--- config.mk ---
export PLATFORM = sky130hd
export DESIGN_NAME = gcr_disk_track_encoder
export DESIGN_NICKNAME = d
export VERILOG_FILES = /design/src/gcrde_pkg.sv /design/src/gcrde_front.sv /design/src/gcrde_queue.sv /design/src/gcrde_back.sv /design/src/gcr_disk_track_encoder.sv
export SDC_FILE = /design/constraint.sdc
export NUM_CORES = 1
export LEC_CHECK = 0
export BUFFER_PORTS_ARGS = -buffer_cell sky130_fd_sc_hd__buf_2
export CELL_PAD_IN_SITES_DETAIL_PLACEMENT = 1
export CELL_PAD_IN_SITES_GLOBAL_PLACEMENT = 1
export CORE_MARGIN = 2
export CORE_UTILIZATION = 40
export CTS_BUF_LIST = sky130_fd_sc_hd__clkbuf_4 sky130_fd_sc_hd__clkbuf_8 sky130_fd_sc_hd__clkbuf_16
export CTS_CLUSTER_DIAMETER = 150
export DETAILED_ROUTE_END_ITERATION = 10
export HOLD_SLACK_MARGIN = 0.08
export PLACE_DENSITY = 0.71
export SETUP_SLACK_MARGIN = 0.5
export SKIP_LAST_GASP = 1
export SLEW_MARGIN = 30
export SYNTH_ARGS = -nofsm -noshare
export SYNTH_HDL_FRONTEND = slang
export SYNTH_SLANG_ARGS = --single-unit
--- constraint.sdc ---
create_clock -name clk -period 6.3 [get_ports clk]
set_clock_uncertainty 0.15 [all_clocks]
set_input_delay 1.26 -clock clk [delete_from_list [all_inputs] [get_ports clk]]
set_output_delay 1.26 -clock clk [all_outputs]
set_load 0.02 [all_outputs]
--- src/gcrde_pkg.sv ---
// gcrde_pkg: shared types, constants and table functions of the GCR track encoder
// no dependencies; used by every module under src
`default_nettype none

package gcrde_pkg;

  localparam int MaxFillBytes = 64;
  localparam int QueueDepth   = 4;
  localparam int TrackW       = 6;
  localparam int CountW       = 13;

  // configuration register indexes
  localparam logic [1:0] RegTrack    = 2'd0;
  localparam logic [1:0] RegIdFirst  = 2'd1;
  localparam logic [1:0] RegIdSecond = 2'd2;

  // sector error codes
  localparam logic [7:0] ErrHdrMark  = 8'd2;
  localparam logic [7:0] ErrSync     = 8'd3;
  localparam logic [7:0] ErrDataMark = 8'd4;
  localparam logic [7:0] ErrDataChk  = 8'd5;
  localparam logic [7:0] ErrHdrChk   = 8'd9;
  localparam logic [7:0] ErrDiskId   = 8'd11;

  localparam logic [7:0] SyncByte = 8'hFF;
  localparam logic [7:0] GapByte  = 8'h55;
  localparam logic [7:0] HdrMark  = 8'h08;
  localparam logic [7:0] DataMark = 8'h07;
  localparam logic [7:0] HdrPad   = 8'h0F;
  localparam logic [7:0] IdKeyA   = 8'h55;
  localparam logic [7:0] IdKeyB   = 8'hAA;

  localparam int SyncLen = 5;
  localparam int HdrLen  = 8;
  localparam int GapLen  = 9;
  localparam int ZeroLen = 2;

  typedef enum logic [0:0] {
    JOB_DATA,
    JOB_FILL
  } job_kind_t;

  typedef struct packed {
    job_kind_t  kind;
    logic       first;
    logic       sec_end;
    logic [7:0] data;
    logic [7:0] chk;
    logic [7:0] err;
    logic [4:0] sector;
  } job_t;

  typedef struct packed {
    logic [TrackW-1:0] track;
    logic [7:0]        id_first;
    logic [7:0]        id_second;
  } cfg_t;

  typedef enum logic [3:0] {
    PH_IDLE,
    PH_SYNC1,
    PH_HDR,
    PH_GAP1,
    PH_SYNC2,
    PH_MARK,
    PH_DATA,
    PH_CHK,
    PH_ZERO,
    PH_RGAP,
    PH_FILL
  } phase_t;

  function automatic logic [1:0] region_of(input logic [TrackW-1:0] t);
    logic [1:0] r;
    if (t < TrackW'(17)) r = 2'd0;
    else if (t < TrackW'(24)) r = 2'd1;
    else if (t < TrackW'(30)) r = 2'd2;
    else r = 2'd3;
    return r;
  endfunction

  function automatic logic [4:0] reg_secs(input logic [1:0] r);
    logic [4:0] v;
    unique case (r)
      2'd0: v = 5'd21;
      2'd1: v = 5'd19;
      2'd2: v = 5'd18;
      default: v = 5'd17;
    endcase
    return v;
  endfunction

  function automatic logic [4:0] reg_gap(input logic [1:0] r);
    logic [4:0] v;
    unique case (r)
      2'd0: v = 5'd9;
      2'd1: v = 5'd19;
      2'd2: v = 5'd13;
      default: v = 5'd10;
    endcase
    return v;
  endfunction

  function automatic logic [CountW-1:0] reg_len(input logic [1:0] r);
    logic [CountW-1:0] v;
    unique case (r)
      2'd0: v = 13'h1E00;
      2'd1: v = 13'h1BE0;
      2'd2: v = 13'h1A00;
      default: v = 13'h1860;
    endcase
    return v;
  endfunction

  function automatic logic [4:0] nib_code(input logic [3:0] n);
    logic [4:0] c;
    unique case (n)
      4'h0: c = 5'h0A;
      4'h1: c = 5'h0B;
      4'h2: c = 5'h12;
      4'h3: c = 5'h13;
      4'h4: c = 5'h0E;
      4'h5: c = 5'h0F;
      4'h6: c = 5'h16;
      4'h7: c = 5'h17;
      4'h8: c = 5'h09;
      4'h9: c = 5'h19;
      4'hA: c = 5'h1A;
      4'hB: c = 5'h1B;
      4'hC: c = 5'h0D;
      4'hD: c = 5'h1D;
      4'hE: c = 5'h1E;
      default: c = 5'h15;
    endcase
    return c;
  endfunction

  function automatic logic [7:0] hdr_byte(input logic [2:0] idx, input logic [4:0] s,
                                          input logic [7:0] trk1, input logic [7:0] id2,
                                          input logic [7:0] id1, input logic [7:0] err);
    logic [7:0] s8;
    logic [7:0] chk;
    logic [7:0] v;
    s8  = {3'b000, s};
    chk = s8 ^ trk1 ^ id2 ^ id1;
    unique case (idx)
      3'd0: v = (err == ErrHdrMark) ? 8'h00 : HdrMark;
      3'd1: v = (err == ErrHdrChk) ? ~chk : chk;
      3'd2: v = s8;
      3'd3: v = trk1;
      3'd4: v = (err == ErrDiskId) ? (id2 ^ ~(s8 + IdKeyA)) : id2;
      3'd5: v = (err == ErrDiskId) ? (id1 ^ ~(s8 + IdKeyB)) : id1;
      default: v = HdrPad;
    endcase
    return v;
  endfunction

endpackage

`default_nettype wire

--- src/gcrde_front.sv ---
// gcrde_front: accepts input beats, tracks sector position and checksum, builds jobs
// depends on gcrde_pkg
`default_nettype none

module gcrde_front (
  input  logic              clk,
  input  logic              rst,
  input  gcrde_pkg::cfg_t   cfg,
  input  logic              push,
  input  logic              cmd,
  input  logic [7:0]        data_byte,
  input  logic [7:0]        sector_error,
  input  logic              q_full,
  output logic              enq,
  output gcrde_pkg::job_t   job
);

  logic [7:0] byte_in_sector;
  logic [4:0] sector_index;
  logic [7:0] data_checksum;
  logic [7:0] latched_error;

  logic       accept;
  logic       drop;
  logic       first;
  logic       sec_end;
  logic [7:0] err_cur;
  logic [7:0] chk_new;

  always_comb begin
    accept  = push && !q_full;
    drop    = !cmd && (sector_index >= gcrde_pkg::reg_secs(gcrde_pkg::region_of(cfg.track)));
    enq     = accept && !drop;
    first   = (byte_in_sector == 8'd0);
    sec_end = (byte_in_sector == 8'hFF);
    err_cur = first ? sector_error : latched_error;
    chk_new = (first ? 8'h00 : data_checksum) ^ data_byte;

    job.kind    = cmd ? gcrde_pkg::JOB_FILL : gcrde_pkg::JOB_DATA;
    job.first   = first;
    job.sec_end = sec_end;
    job.data    = data_byte;
    job.chk     = chk_new;
    job.err     = err_cur;
    job.sector  = sector_index;
  end

  always_ff @(posedge clk) begin
    if (rst) begin
      byte_in_sector <= '0;
      sector_index   <= '0;
      data_checksum  <= '0;
      latched_error  <= '0;
    end else if (accept) begin
      if (cmd) begin
        byte_in_sector <= '0;
        sector_index   <= '0;
        data_checksum  <= '0;
        latched_error  <= '0;
      end else if (!drop) begin
        latched_error  <= err_cur;
        data_checksum  <= sec_end ? 8'h00 : chk_new;
        byte_in_sector <= byte_in_sector + 8'd1;
        if (sec_end) begin
          sector_index <= sector_index + 5'd1;
        end
      end
    end
  end

endmodule

`default_nettype wire

--- src/gcrde_queue.sv ---
// gcrde_queue: short job queue between the front and the back end
// depends on gcrde_pkg
`default_nettype none

module gcrde_queue #(
  parameter int DEPTH = gcrde_pkg::QueueDepth
) (
  input  logic            clk,
  input  logic            rst,
  input  logic            wr,
  input  gcrde_pkg::job_t wr_job,
  input  logic            rd,
  output gcrde_pkg::job_t rd_job,
  output logic            full,
  output logic            q_empty
);

  localparam int AW = (DEPTH > 1) ? $clog2(DEPTH) : 1;
  localparam int LW = $clog2(DEPTH + 1);

  gcrde_pkg::job_t mem [DEPTH];
  logic [AW-1:0]   wr_ptr;
  logic [AW-1:0]   rd_ptr;
  logic [LW-1:0]   level;
  logic            do_wr;
  logic            do_rd;

  always_comb begin
    full    = (level == LW'(DEPTH));
    q_empty = (level == '0);
    do_wr   = wr && !full;
    do_rd   = rd && !q_empty;
    rd_job  = mem[rd_ptr];
  end

  always_ff @(posedge clk) begin
    if (do_wr) begin
      mem[wr_ptr] <= wr_job;
    end
  end

  always_ff @(posedge clk) begin
    if (rst) begin
      wr_ptr <= '0;
      rd_ptr <= '0;
      level  <= '0;
    end else begin
      if (do_wr) begin
        wr_ptr <= (wr_ptr == AW'(DEPTH - 1)) ? '0 : wr_ptr + AW'(1);
      end
      if (do_rd) begin
        rd_ptr <= (rd_ptr == AW'(DEPTH - 1)) ? '0 : rd_ptr + AW'(1);
      end
      if (do_wr && !do_rd) begin
        level <= level + LW'(1);
      end else if (do_rd && !do_wr) begin
        level <= level - LW'(1);
      end
    end
  end

endmodule

`default_nettype wire

--- src/gcrde_back.sv ---
// gcrde_back: sequences framing, gcr codes and fill bytes, packs bits, output register
// depends on gcrde_pkg; fed by gcrde_queue
`default_nettype none

module gcrde_back #(
  parameter int MAX_FILL_BYTES = gcrde_pkg::MaxFillBytes
) (
  input  logic            clk,
  input  logic            rst,
  input  gcrde_pkg::cfg_t cfg,
  input  logic            q_empty,
  input  gcrde_pkg::job_t q_job,
  output logic            q_pop,
  input  logic            pop,
  output logic            ovalid,
  output logic [7:0]      obyte,
  output logic            olast
);

  localparam int CW = ($clog2(MAX_FILL_BYTES + 1) > 5) ? $clog2(MAX_FILL_BYTES + 1) : 5;
  localparam logic [CW-1:0] FillMax = CW'(MAX_FILL_BYTES);

  gcrde_pkg::phase_t phase, phase_next;
  logic [CW-1:0]     cnt, cnt_next;
  logic              lo, lo_next;
  gcrde_pkg::job_t   cur;
  logic [6:0]        bit_buffer, bit_buffer_next;
  logic [2:0]        bit_fill, bit_fill_next;
  logic [gcrde_pkg::CountW-1:0] track_bytes_emitted, track_bytes_emitted_next;

  logic [1:0]        region;
  logic [4:0]        gap;
  logic [gcrde_pkg::CountW-1:0] tlen;
  logic [7:0]        trk1;
  logic [7:0]        sync_b;
  logic [7:0]        tok;
  logic              is_gcr;
  logic [4:0]        code;
  logic [11:0]       tot;
  logic [11:0]       sh;
  logic              emit_g;
  logic [2:0]        fill_g;
  logic [6:0]        buf_g;
  logic              fill_emit;
  logic              emit;
  logic [7:0]        byte_n;
  logic              fin_tok;
  logic              tok_done;
  logic              fin_step;
  logic              last_n;
  logic              active;
  logic              adv;
  logic              take;

  always_comb begin
    region = gcrde_pkg::region_of(cfg.track);
    gap    = gcrde_pkg::reg_gap(region);
    tlen   = gcrde_pkg::reg_len(region);
    trk1   = 8'({2'b00, cfg.track}) + 8'd1;
    sync_b = (cur.err == gcrde_pkg::ErrSync) ? 8'h00 : gcrde_pkg::SyncByte;

    is_gcr = 1'b0;
    unique case (phase)
      gcrde_pkg::PH_HDR: begin
        tok    = gcrde_pkg::hdr_byte(cnt[2:0], cur.sector, trk1, cfg.id_second,
                                     cfg.id_first, cur.err);
        is_gcr = 1'b1;
      end
      gcrde_pkg::PH_MARK: begin
        tok    = (cur.err == gcrde_pkg::ErrDataMark) ? 8'h00 : gcrde_pkg::DataMark;
        is_gcr = 1'b1;
      end
      gcrde_pkg::PH_DATA: begin
        tok    = cur.data;
        is_gcr = 1'b1;
      end
      gcrde_pkg::PH_CHK: begin
        tok    = (cur.err == gcrde_pkg::ErrDataChk) ? ~cur.chk : cur.chk;
        is_gcr = 1'b1;
      end
      gcrde_pkg::PH_ZERO: begin
        tok    = 8'h00;
        is_gcr = 1'b1;
      end
      gcrde_pkg::PH_SYNC1, gcrde_pkg::PH_SYNC2: begin
        tok = sync_b;
      end
      default: begin
        tok = gcrde_pkg::GapByte;
      end
    endcase

    // bit packer: one 5-bit code per cycle while the back end is not stalled on the output
    code   = gcrde_pkg::nib_code(lo ? tok[3:0] : tok[7:4]);
    tot    = {bit_buffer, code};
    emit_g = (bit_fill >= 3'd3);
    sh     = tot >> (bit_fill - 3'd3);
    fill_g = emit_g ? (bit_fill - 3'd3) : (bit_fill + 3'd5);
    buf_g  = tot[6:0] & ~(7'h7F << fill_g);

    fill_emit = (track_bytes_emitted < tlen) && (cnt < FillMax);

    if (phase == gcrde_pkg::PH_IDLE) emit = 1'b0;
    else if (phase == gcrde_pkg::PH_FILL) emit = fill_emit;
    else if (is_gcr) emit = emit_g;
    else emit = 1'b1;
    byte_n = is_gcr ? sh[7:0] : tok;

    fin_tok  = ((phase == gcrde_pkg::PH_DATA) && !cur.sec_end) ||
               ((phase == gcrde_pkg::PH_RGAP) && (cnt == CW'(gap) - CW'(1)));
    tok_done = !is_gcr || lo;
    if (phase == gcrde_pkg::PH_FILL) begin
      fin_step = !fill_emit;
      last_n   = (track_bytes_emitted + 13'd1 == tlen) || (cnt + CW'(1) == FillMax);
    end else begin
      fin_step = fin_tok && tok_done;
      last_n   = fin_tok && (!is_gcr || lo || (fill_g < 3'd3));
    end

    active = (phase != gcrde_pkg::PH_IDLE);
    adv    = active && (!emit || !ovalid || pop);
    take   = (!active || (adv && fin_step)) && !q_empty;
    q_pop  = take;
  end

  always_comb begin
    phase_next               = phase;
    cnt_next                 = cnt;
    lo_next                  = lo;
    bit_buffer_next          = bit_buffer;
    bit_fill_next            = bit_fill;
    track_bytes_emitted_next = track_bytes_emitted;

    if (adv) begin
      if (is_gcr) begin
        lo_next         = !lo;
        bit_buffer_next = buf_g;
        bit_fill_next   = fill_g;
      end
      if (emit) begin
        track_bytes_emitted_next = track_bytes_emitted + 13'd1;
      end
      if (fin_step) begin
        phase_next = gcrde_pkg::PH_IDLE;
        if (phase == gcrde_pkg::PH_FILL) begin
          bit_buffer_next          = '0;
          bit_fill_next            = '0;
          track_bytes_emitted_next = '0;
        end
      end else if (tok_done) begin
        cnt_next = cnt + CW'(1);
        unique case (phase)
          gcrde_pkg::PH_SYNC1: begin
            if (cnt == CW'(gcrde_pkg::SyncLen - 1)) begin
              phase_next = gcrde_pkg::PH_HDR;
              cnt_next   = '0;
            end
          end
          gcrde_pkg::PH_HDR: begin
            if (cnt == CW'(gcrde_pkg::HdrLen - 1)) begin
              phase_next = gcrde_pkg::PH_GAP1;
              cnt_next   = '0;
            end
          end
          gcrde_pkg::PH_GAP1: begin
            if (cnt == CW'(gcrde_pkg::GapLen - 1)) begin
              phase_next = gcrde_pkg::PH_SYNC2;
              cnt_next   = '0;
            end
          end
          gcrde_pkg::PH_SYNC2: begin
            if (cnt == CW'(gcrde_pkg::SyncLen - 1)) begin
              phase_next = gcrde_pkg::PH_MARK;
              cnt_next   = '0;
            end
          end
          gcrde_pkg::PH_MARK: begin
            phase_next = gcrde_pkg::PH_DATA;
            cnt_next   = '0;
          end
          gcrde_pkg::PH_DATA: begin
            phase_next = gcrde_pkg::PH_CHK;
            cnt_next   = '0;
          end
          gcrde_pkg::PH_CHK: begin
            phase_next = gcrde_pkg::PH_ZERO;
            cnt_next   = '0;
          end
          gcrde_pkg::PH_ZERO: begin
            if (cnt == CW'(gcrde_pkg::ZeroLen - 1)) begin
              phase_next = gcrde_pkg::PH_RGAP;
              cnt_next   = '0;
            end
          end
          default: begin
          end
        endcase
      end
    end

    if (take) begin
      cnt_next = '0;
      lo_next  = 1'b0;
      if (q_job.kind == gcrde_pkg::JOB_FILL) phase_next = gcrde_pkg::PH_FILL;
      else if (q_job.first) phase_next = gcrde_pkg::PH_SYNC1;
      else phase_next = gcrde_pkg::PH_DATA;
    end
  end

  always_ff @(posedge clk) begin
    if (rst) begin
      phase               <= gcrde_pkg::PH_IDLE;
      cnt                 <= '0;
      lo                  <= 1'b0;
      bit_buffer          <= '0;
      bit_fill            <= '0;
      track_bytes_emitted <= '0;
      ovalid              <= 1'b0;
    end else begin
      phase               <= phase_next;
      cnt                 <= cnt_next;
      lo                  <= lo_next;
      bit_buffer          <= bit_buffer_next;
      bit_fill            <= bit_fill_next;
      track_bytes_emitted <= track_bytes_emitted_next;
      if (adv && emit) begin
        ovalid <= 1'b1;
      end else if (pop) begin
        ovalid <= 1'b0;
      end
    end
  end

  always_ff @(posedge clk) begin
    if (take) begin
      cur <= q_job;
    end
    if (adv && emit) begin
      obyte <= byte_n;
      olast <= last_n;
    end
  end

  // sectors always start on a byte boundary of the bitstream
  a_hdr_aligned: assert property (@(posedge clk) disable iff (rst)
    (phase == gcrde_pkg::PH_HDR && cnt == '0 && !lo) |-> (bit_fill == 3'd0))
    else $error("header starts with pending bits");

  a_fill_bound: assert property (@(posedge clk) disable iff (rst)
    (phase == gcrde_pkg::PH_FILL) |-> (cnt <= FillMax))
    else $error("fill run exceeds its cap");

  a_emit_lands: assert property (@(posedge clk) disable iff (rst)
    (adv && emit) |=> ovalid)
    else $error("emitted byte lost");

  a_take_idle: assert property (@(posedge clk) disable iff (rst)
    (take && active) |-> (adv && fin_step))
    else $error("job taken while another is running");

endmodule

`default_nettype wire

--- src/gcr_disk_track_encoder.sv ---
// gcr_disk_track_encoder: top level, configuration registers, front, job queue, back end
// depends on gcrde_pkg, gcrde_front, gcrde_queue, gcrde_back
//
// channel   direction  handshake            payload
// input     in         push / full          cmd, data_byte, sector_error
// result    out        empty / pop          gcr_byte, last
// config    in         cfg_we (no wait)     cfg_index, cfg_data
//
// the back end handles one 5-bit code or one raw byte per cycle unless a byte waiting
// for pop stalls it; a data beat gives its two codes, a sector's first beat also its
// framing, its last the checksum, zeros and region gap, and an end-of-track beat fill
// bytes up to MAX_FILL_BYTES; a dropped beat never reaches the back end.
// the front takes a beat per cycle while the 4-deep job queue has room.
// rst is synchronous and clears all control state.
// pop low stalls the back end at its next output byte once the output register holds a byte.
`default_nettype none

module gcr_disk_track_encoder #(
  parameter int MAX_FILL_BYTES = gcrde_pkg::MaxFillBytes
) (
  input  logic       clk,
  input  logic       rst,
  input  logic       push,
  output logic       full,
  input  logic       cmd,
  input  logic [7:0] data_byte,
  input  logic [7:0] sector_error,
  output logic       empty,
  input  logic       pop,
  output logic [7:0] gcr_byte,
  output logic       last,
  input  logic       cfg_we,
  input  logic [1:0] cfg_index,
  input  logic [7:0] cfg_data
);

  gcrde_pkg::cfg_t cfg;
  gcrde_pkg::job_t enq_job;
  gcrde_pkg::job_t q_job;
  logic            enq;
  logic            q_full;
  logic            q_empty;
  logic            q_pop;
  logic            ovalid;

  always_ff @(posedge clk) begin
    if (rst) begin
      cfg <= '0;
    end else if (cfg_we) begin
      unique case (cfg_index)
        gcrde_pkg::RegTrack:    cfg.track     <= cfg_data[gcrde_pkg::TrackW-1:0];
        gcrde_pkg::RegIdFirst:  cfg.id_first  <= cfg_data;
        gcrde_pkg::RegIdSecond: cfg.id_second <= cfg_data;
        default: begin
        end
      endcase
    end
  end

  gcrde_front u_front (
    .clk          (clk),
    .rst          (rst),
    .cfg          (cfg),
    .push         (push),
    .cmd          (cmd),
    .data_byte    (data_byte),
    .sector_error (sector_error),
    .q_full       (q_full),
    .enq          (enq),
    .job          (enq_job)
  );

  gcrde_queue #(
    .DEPTH (gcrde_pkg::QueueDepth)
  ) u_queue (
    .clk     (clk),
    .rst     (rst),
    .wr      (enq),
    .wr_job  (enq_job),
    .rd      (q_pop),
    .rd_job  (q_job),
    .full    (q_full),
    .q_empty (q_empty)
  );

  gcrde_back #(
    .MAX_FILL_BYTES (MAX_FILL_BYTES)
  ) u_back (
    .clk     (clk),
    .rst     (rst),
    .cfg     (cfg),
    .q_empty (q_empty),
    .q_job   (q_job),
    .q_pop   (q_pop),
    .pop     (pop),
    .ovalid  (ovalid),
    .obyte   (gcr_byte),
    .olast   (last)
  );

  assign full  = q_full;
  assign empty = !ovalid;

endmodule

`default_nettype wire
==> results by group <==
Floorplanning
  – Initial Utilization: 0.408
  – Die area: between 0.03 and 0.04 sq mm
  – Rows: 65
  – Num ports: 43
  – CORE AREA: about 0.032 sq mm
  – Chip height: 184 microns
  – Die W: approximately 180 microns

Cells and area
  – Register area: 0.00694 sq mm
  – Nets: 1251
  – Share of cells above drive strength 1: 0.129
  – Fillers: around 3400
  – Area growth, synth to finish: 12.5%
  – Multi-input gate area: 0.00566 sq mm
  – Final core utilization: 0.459
  – Inserted Diodes: 0

Clock tree
  – CTS Buffer Depth: 3
  – Cts repair resizes: 0
  – Clk_lat worst skew: 0.57 ns
  – CTS tree: built
  – Sink Count: 263
  – Total setup buffers inserted after CTS: 0
  – Htree depth: 1
  – CTS clk-pin slew, worst paths: 0.06 ns
  – Hold Buf Count CTS: 0
  – Root buffer cell: clkbuf_16
  – Total clock buffers created by CTS: 29

Yosys
  – Async set-reset flop share out of synthesis: 0
  – Post-Synth XOR/XNOR Area: 0.0599
  – Simple-Gate Fraction of Synth Area: 0.148
  – Register area share after synthesis: 0.536
  – Mean Syn Cell Area: 11.2 sq um
  – Mapped Nets: 1225
  – Ys Warns: 0
  – Mapped Area: 0.0129 sq mm
  – Post-synthesis adder-cell area fraction: 0.0392
  – Number of distinct library cells after synthesis: ~80
  – #FFs+latches synth: approximately 260
  – Largest family of logic cells by synthesized area: simple AND/OR/NAND/NOR gates
  – Top FF cell, synth: edfxtp_1
  – Cells after synthesis: between 1000 and 1500
  – Number of enable flip-flop cells after synthesis: 167
  – Synth Area in Compound Gates: 0.101
  – Post-synthesis mux area share: 0.0882

GRT
  – Largest net degree at the start of global routing: 35
  – First-pass GRT wire length: roughly 54 mm
  – Initial antenna violation count: 0
  – Vias in the first global route: ~9500
  – GRT Overall Usage: 0.204
  – Total grt overflow: 0

STA
  – Setup TNS Final: 0 ns
  – Pins over their slew limit: 0
  – Hold_ws: slightly above 0.3 ns
  – Final Setup Violations: 0
  – Worst Tran Pin Value: 0.884 ns
  – Final period utilization: 0.786
  – Slew headroom: 0.410
  – Fin crit period: 4.95 ns
  – Fmax: between 200 and 250 MHz
  – RSZ-0062 raised after global routing: no
  – Final Hold Viols: 0

Pwr
  – Clock power share: 0.291
  – Psw: 2.18 mW
  – Max VDD drop: between 200 and 250 uV
  – P_leak: between 5 and 6 nW
  – Pint: 4.05 mW
  – Gate power share: 0.303
  – PD cells: 428 mW/mm^2
  – Sw frac: 0.349
  – Tot Pwr: 6.23 mW
  – Flop pwr share: 0.406

Drt
  – Drt wl/cell: 21.2 microns
  – DRT iter0 DRCs: 547
  – DR pass1 iterations: 5
  – Vias: 9272
  – Residual DRC count: 0
  – Final WL: 34.0 mm
  – Post-DRT Antenna Nets: 0
  – Vias/cell: 5.78

Worst setup path
  – WP data arrival: 5.29 ns
  – Required time worst endpoint: 6.64 ns
  – CP Capture Type: register
  – Flop-to-flop setup slack: 1.35 ns
  – Kind of critical path: register to register
  – Worst Path Max Fanout: 13
  – Startpoint Class: register

Placed design
  – DP HPWL: 23.3 mm
  – GP Congestion: 0.919
  – IO buf count: between 40 and 50

Hold path
  – Worst Hold Class: register to register

Flow run
  – Max_cap viols: 0

Status
  – Status: complete, no violations
[routing by layer]
layer	vias up	wire length, microns	track usage	part of all wire
met5	-	0	0	0
met4	0	1020	0.0666	0.030
met3	61	1370	0.0256	0.040
met2	227	16700	0.351	0.49
met1	4681	14900	0.268	0.44
li1	4303	-	-	-
[cells by family (layout without fill, tap and decap cells)]
| family | Yosys count | in the layout |
|---|---|---|
| adders and majority gates | 40 | 40 |
| buffers and inverters | 96 | 145 |
| muxes | 72 | 72 |
| DFF | 263 | 263 |
| and+or+nand+nor | 391 | 391 |
| xor gates and xnor gates | 87 | 87 |
| AOI/OAI and AO/OA | 204 | 204 |
[cell usage after synthesis (7+ instances only)]
library cell	instances	area (sq um)
a211oi_1	8	60.1
a21oi_1	71	355
a31oi_1	15	93.8
and2_1	10	62.6
and3_1	9	56.3
buf_1	7	26.3
clkbuf_1	48	180
dfxtp_1	96	1920
edfxtp_1	167	5010
ha_1	39	488
inv_1	31	116
mux2i_1	33	330
mux4_2	33	743
nand2_1	113	424
nand2b_1	15	93.8
nand3_1	43	215
nand4_1	10	62.6
nor2_1	107	402
nor2b_1	7	43.8
nor3_1	21	105
nor4_1	7	43.8
o21ai_0	29	145
o21ai_1	9	45.0
or3_1	13	81.3
xnor2_1	42	368
xor2_1	44	385
[path summary, 6_finish.rpt]
path,from,to,depth (start not counted)
hold / removal,u_front.data_checksum[1],u_front.data_checksum[1],2
hold reg to reg,u_front.data_checksum[1],u_front.data_checksum[1],2
setup reg to reg,cfg[16],u_queue.level[2],20
setup / recovery,cfg[16],u_queue.level[2],20
[placed cells by master (no fill, tap or decap), types with 7 or more instances in the layout]
cell type | Yosys | final
a211oi_1 | 8 | 8
a21oi_1 | 71 | 71
a31oi_1 | 15 | 15
and2_1 | 10 | 10
and3_1 | 9 | 9
buf_2 | 3 | 42
buf_4 | 1 | 12
clkbuf_16 | 0 | 29
clkinv_1 | 3 | 9
dfxtp_1 | 96 | 95
edfxtp_1 | 167 | 167
ha_1 | 39 | 39
inv_1 | 31 | 31
mux2i_1 | 33 | 33
mux4_2 | 33 | 33
nand2_1 | 113 | 113
nand2b_1 | 15 | 15
nand3_1 | 43 | 43
nand4_1 | 10 | 10
nor2_1 | 107 | 106
nor2b_1 | 7 | 7
nor3_1 | 21 | 21
nor4_1 | 7 | 7
o21ai_0 | 29 | 29
o21ai_1 | 9 | 9
or3_1 | 13 | 13
xnor2_1 | 42 | 42
xor2_1 | 44 | 44
[layout make-up]
cell class	instances	share of cell area
Sequential cell	263	0.476
Multi-Input combinational cell	794	0.389
Clock inverter	23	0.0196
Clock buffer	31	0.0509
Timing Repair Buffer	54	0.0206
Inverter	37	0.00954
Tap cell	402	0.0345
[flip-flops by register name (all words and copies together) (netlist names), 2 cells and up, named ones only]
name,cells
u_front.latched_error,8
u_queue.wr_ptr,2
u_back.phase,4
u_back.cnt,7
u_queue.mem,128
u_back.bit_fill,3
u_front.byte_in_sector,8
u_back.track_bytes_emitted,13
u_queue.rd_ptr,2
u_back.bit_buffer,7
u_back.cur,30
u_back.obyte,8
u_front.data_checksum,8
u_queue.level,3
cfg,22
u_front.sector_index,5
[metrics by stage]
stage / cell area, sq um / instances / setup slack [ns]
global route: 14600 / 1604 / 1.03
detailed placement: 13500 / 1550 / 1.43
global placement: 13500 / 1550 / 1.59
floorplan: 12900 / 1153 / 1.93
CTS: 14600 / 1604 / 1.36
finish: 14600 / 1604 / 1.35
[worst max-delay path: stages, from the launching register on]
cell and delay, ns:
dfxtp_1 0.34, inv_1 0.13, ha_1 0.16, o2bb2ai_1 0.10
a21oi_1 0.46, inv_1 0.18, ha_1 0.27, inv_1 0.10
ha_1 0.23, o21a_1 0.11, o31a_1 0.11, o2111a_1 0.26
o31ai_1 0.24, buf_4 0.25, a31o_1 0.43, ha_1 0.26
inv_1 0.08, fa_1 0.39, xor2_1 0.18, or3_1 0.31
a21oi_1 0.15
[power by group through the flow]
stage / combinational [mW] / clock, mW / sequential [mW]
floorplan: 1.42 / 0 / 2.42
global placement: 1.82 / 0 / 2.54
detailed placement: 1.87 / 0 / 2.56
CTS: 1.89 / 1.85 / 2.53
global route: 2.07 / 1.92 / 2.57
finish: 1.89 / 1.81 / 2.53
Power figures use the tool's default switching activity.
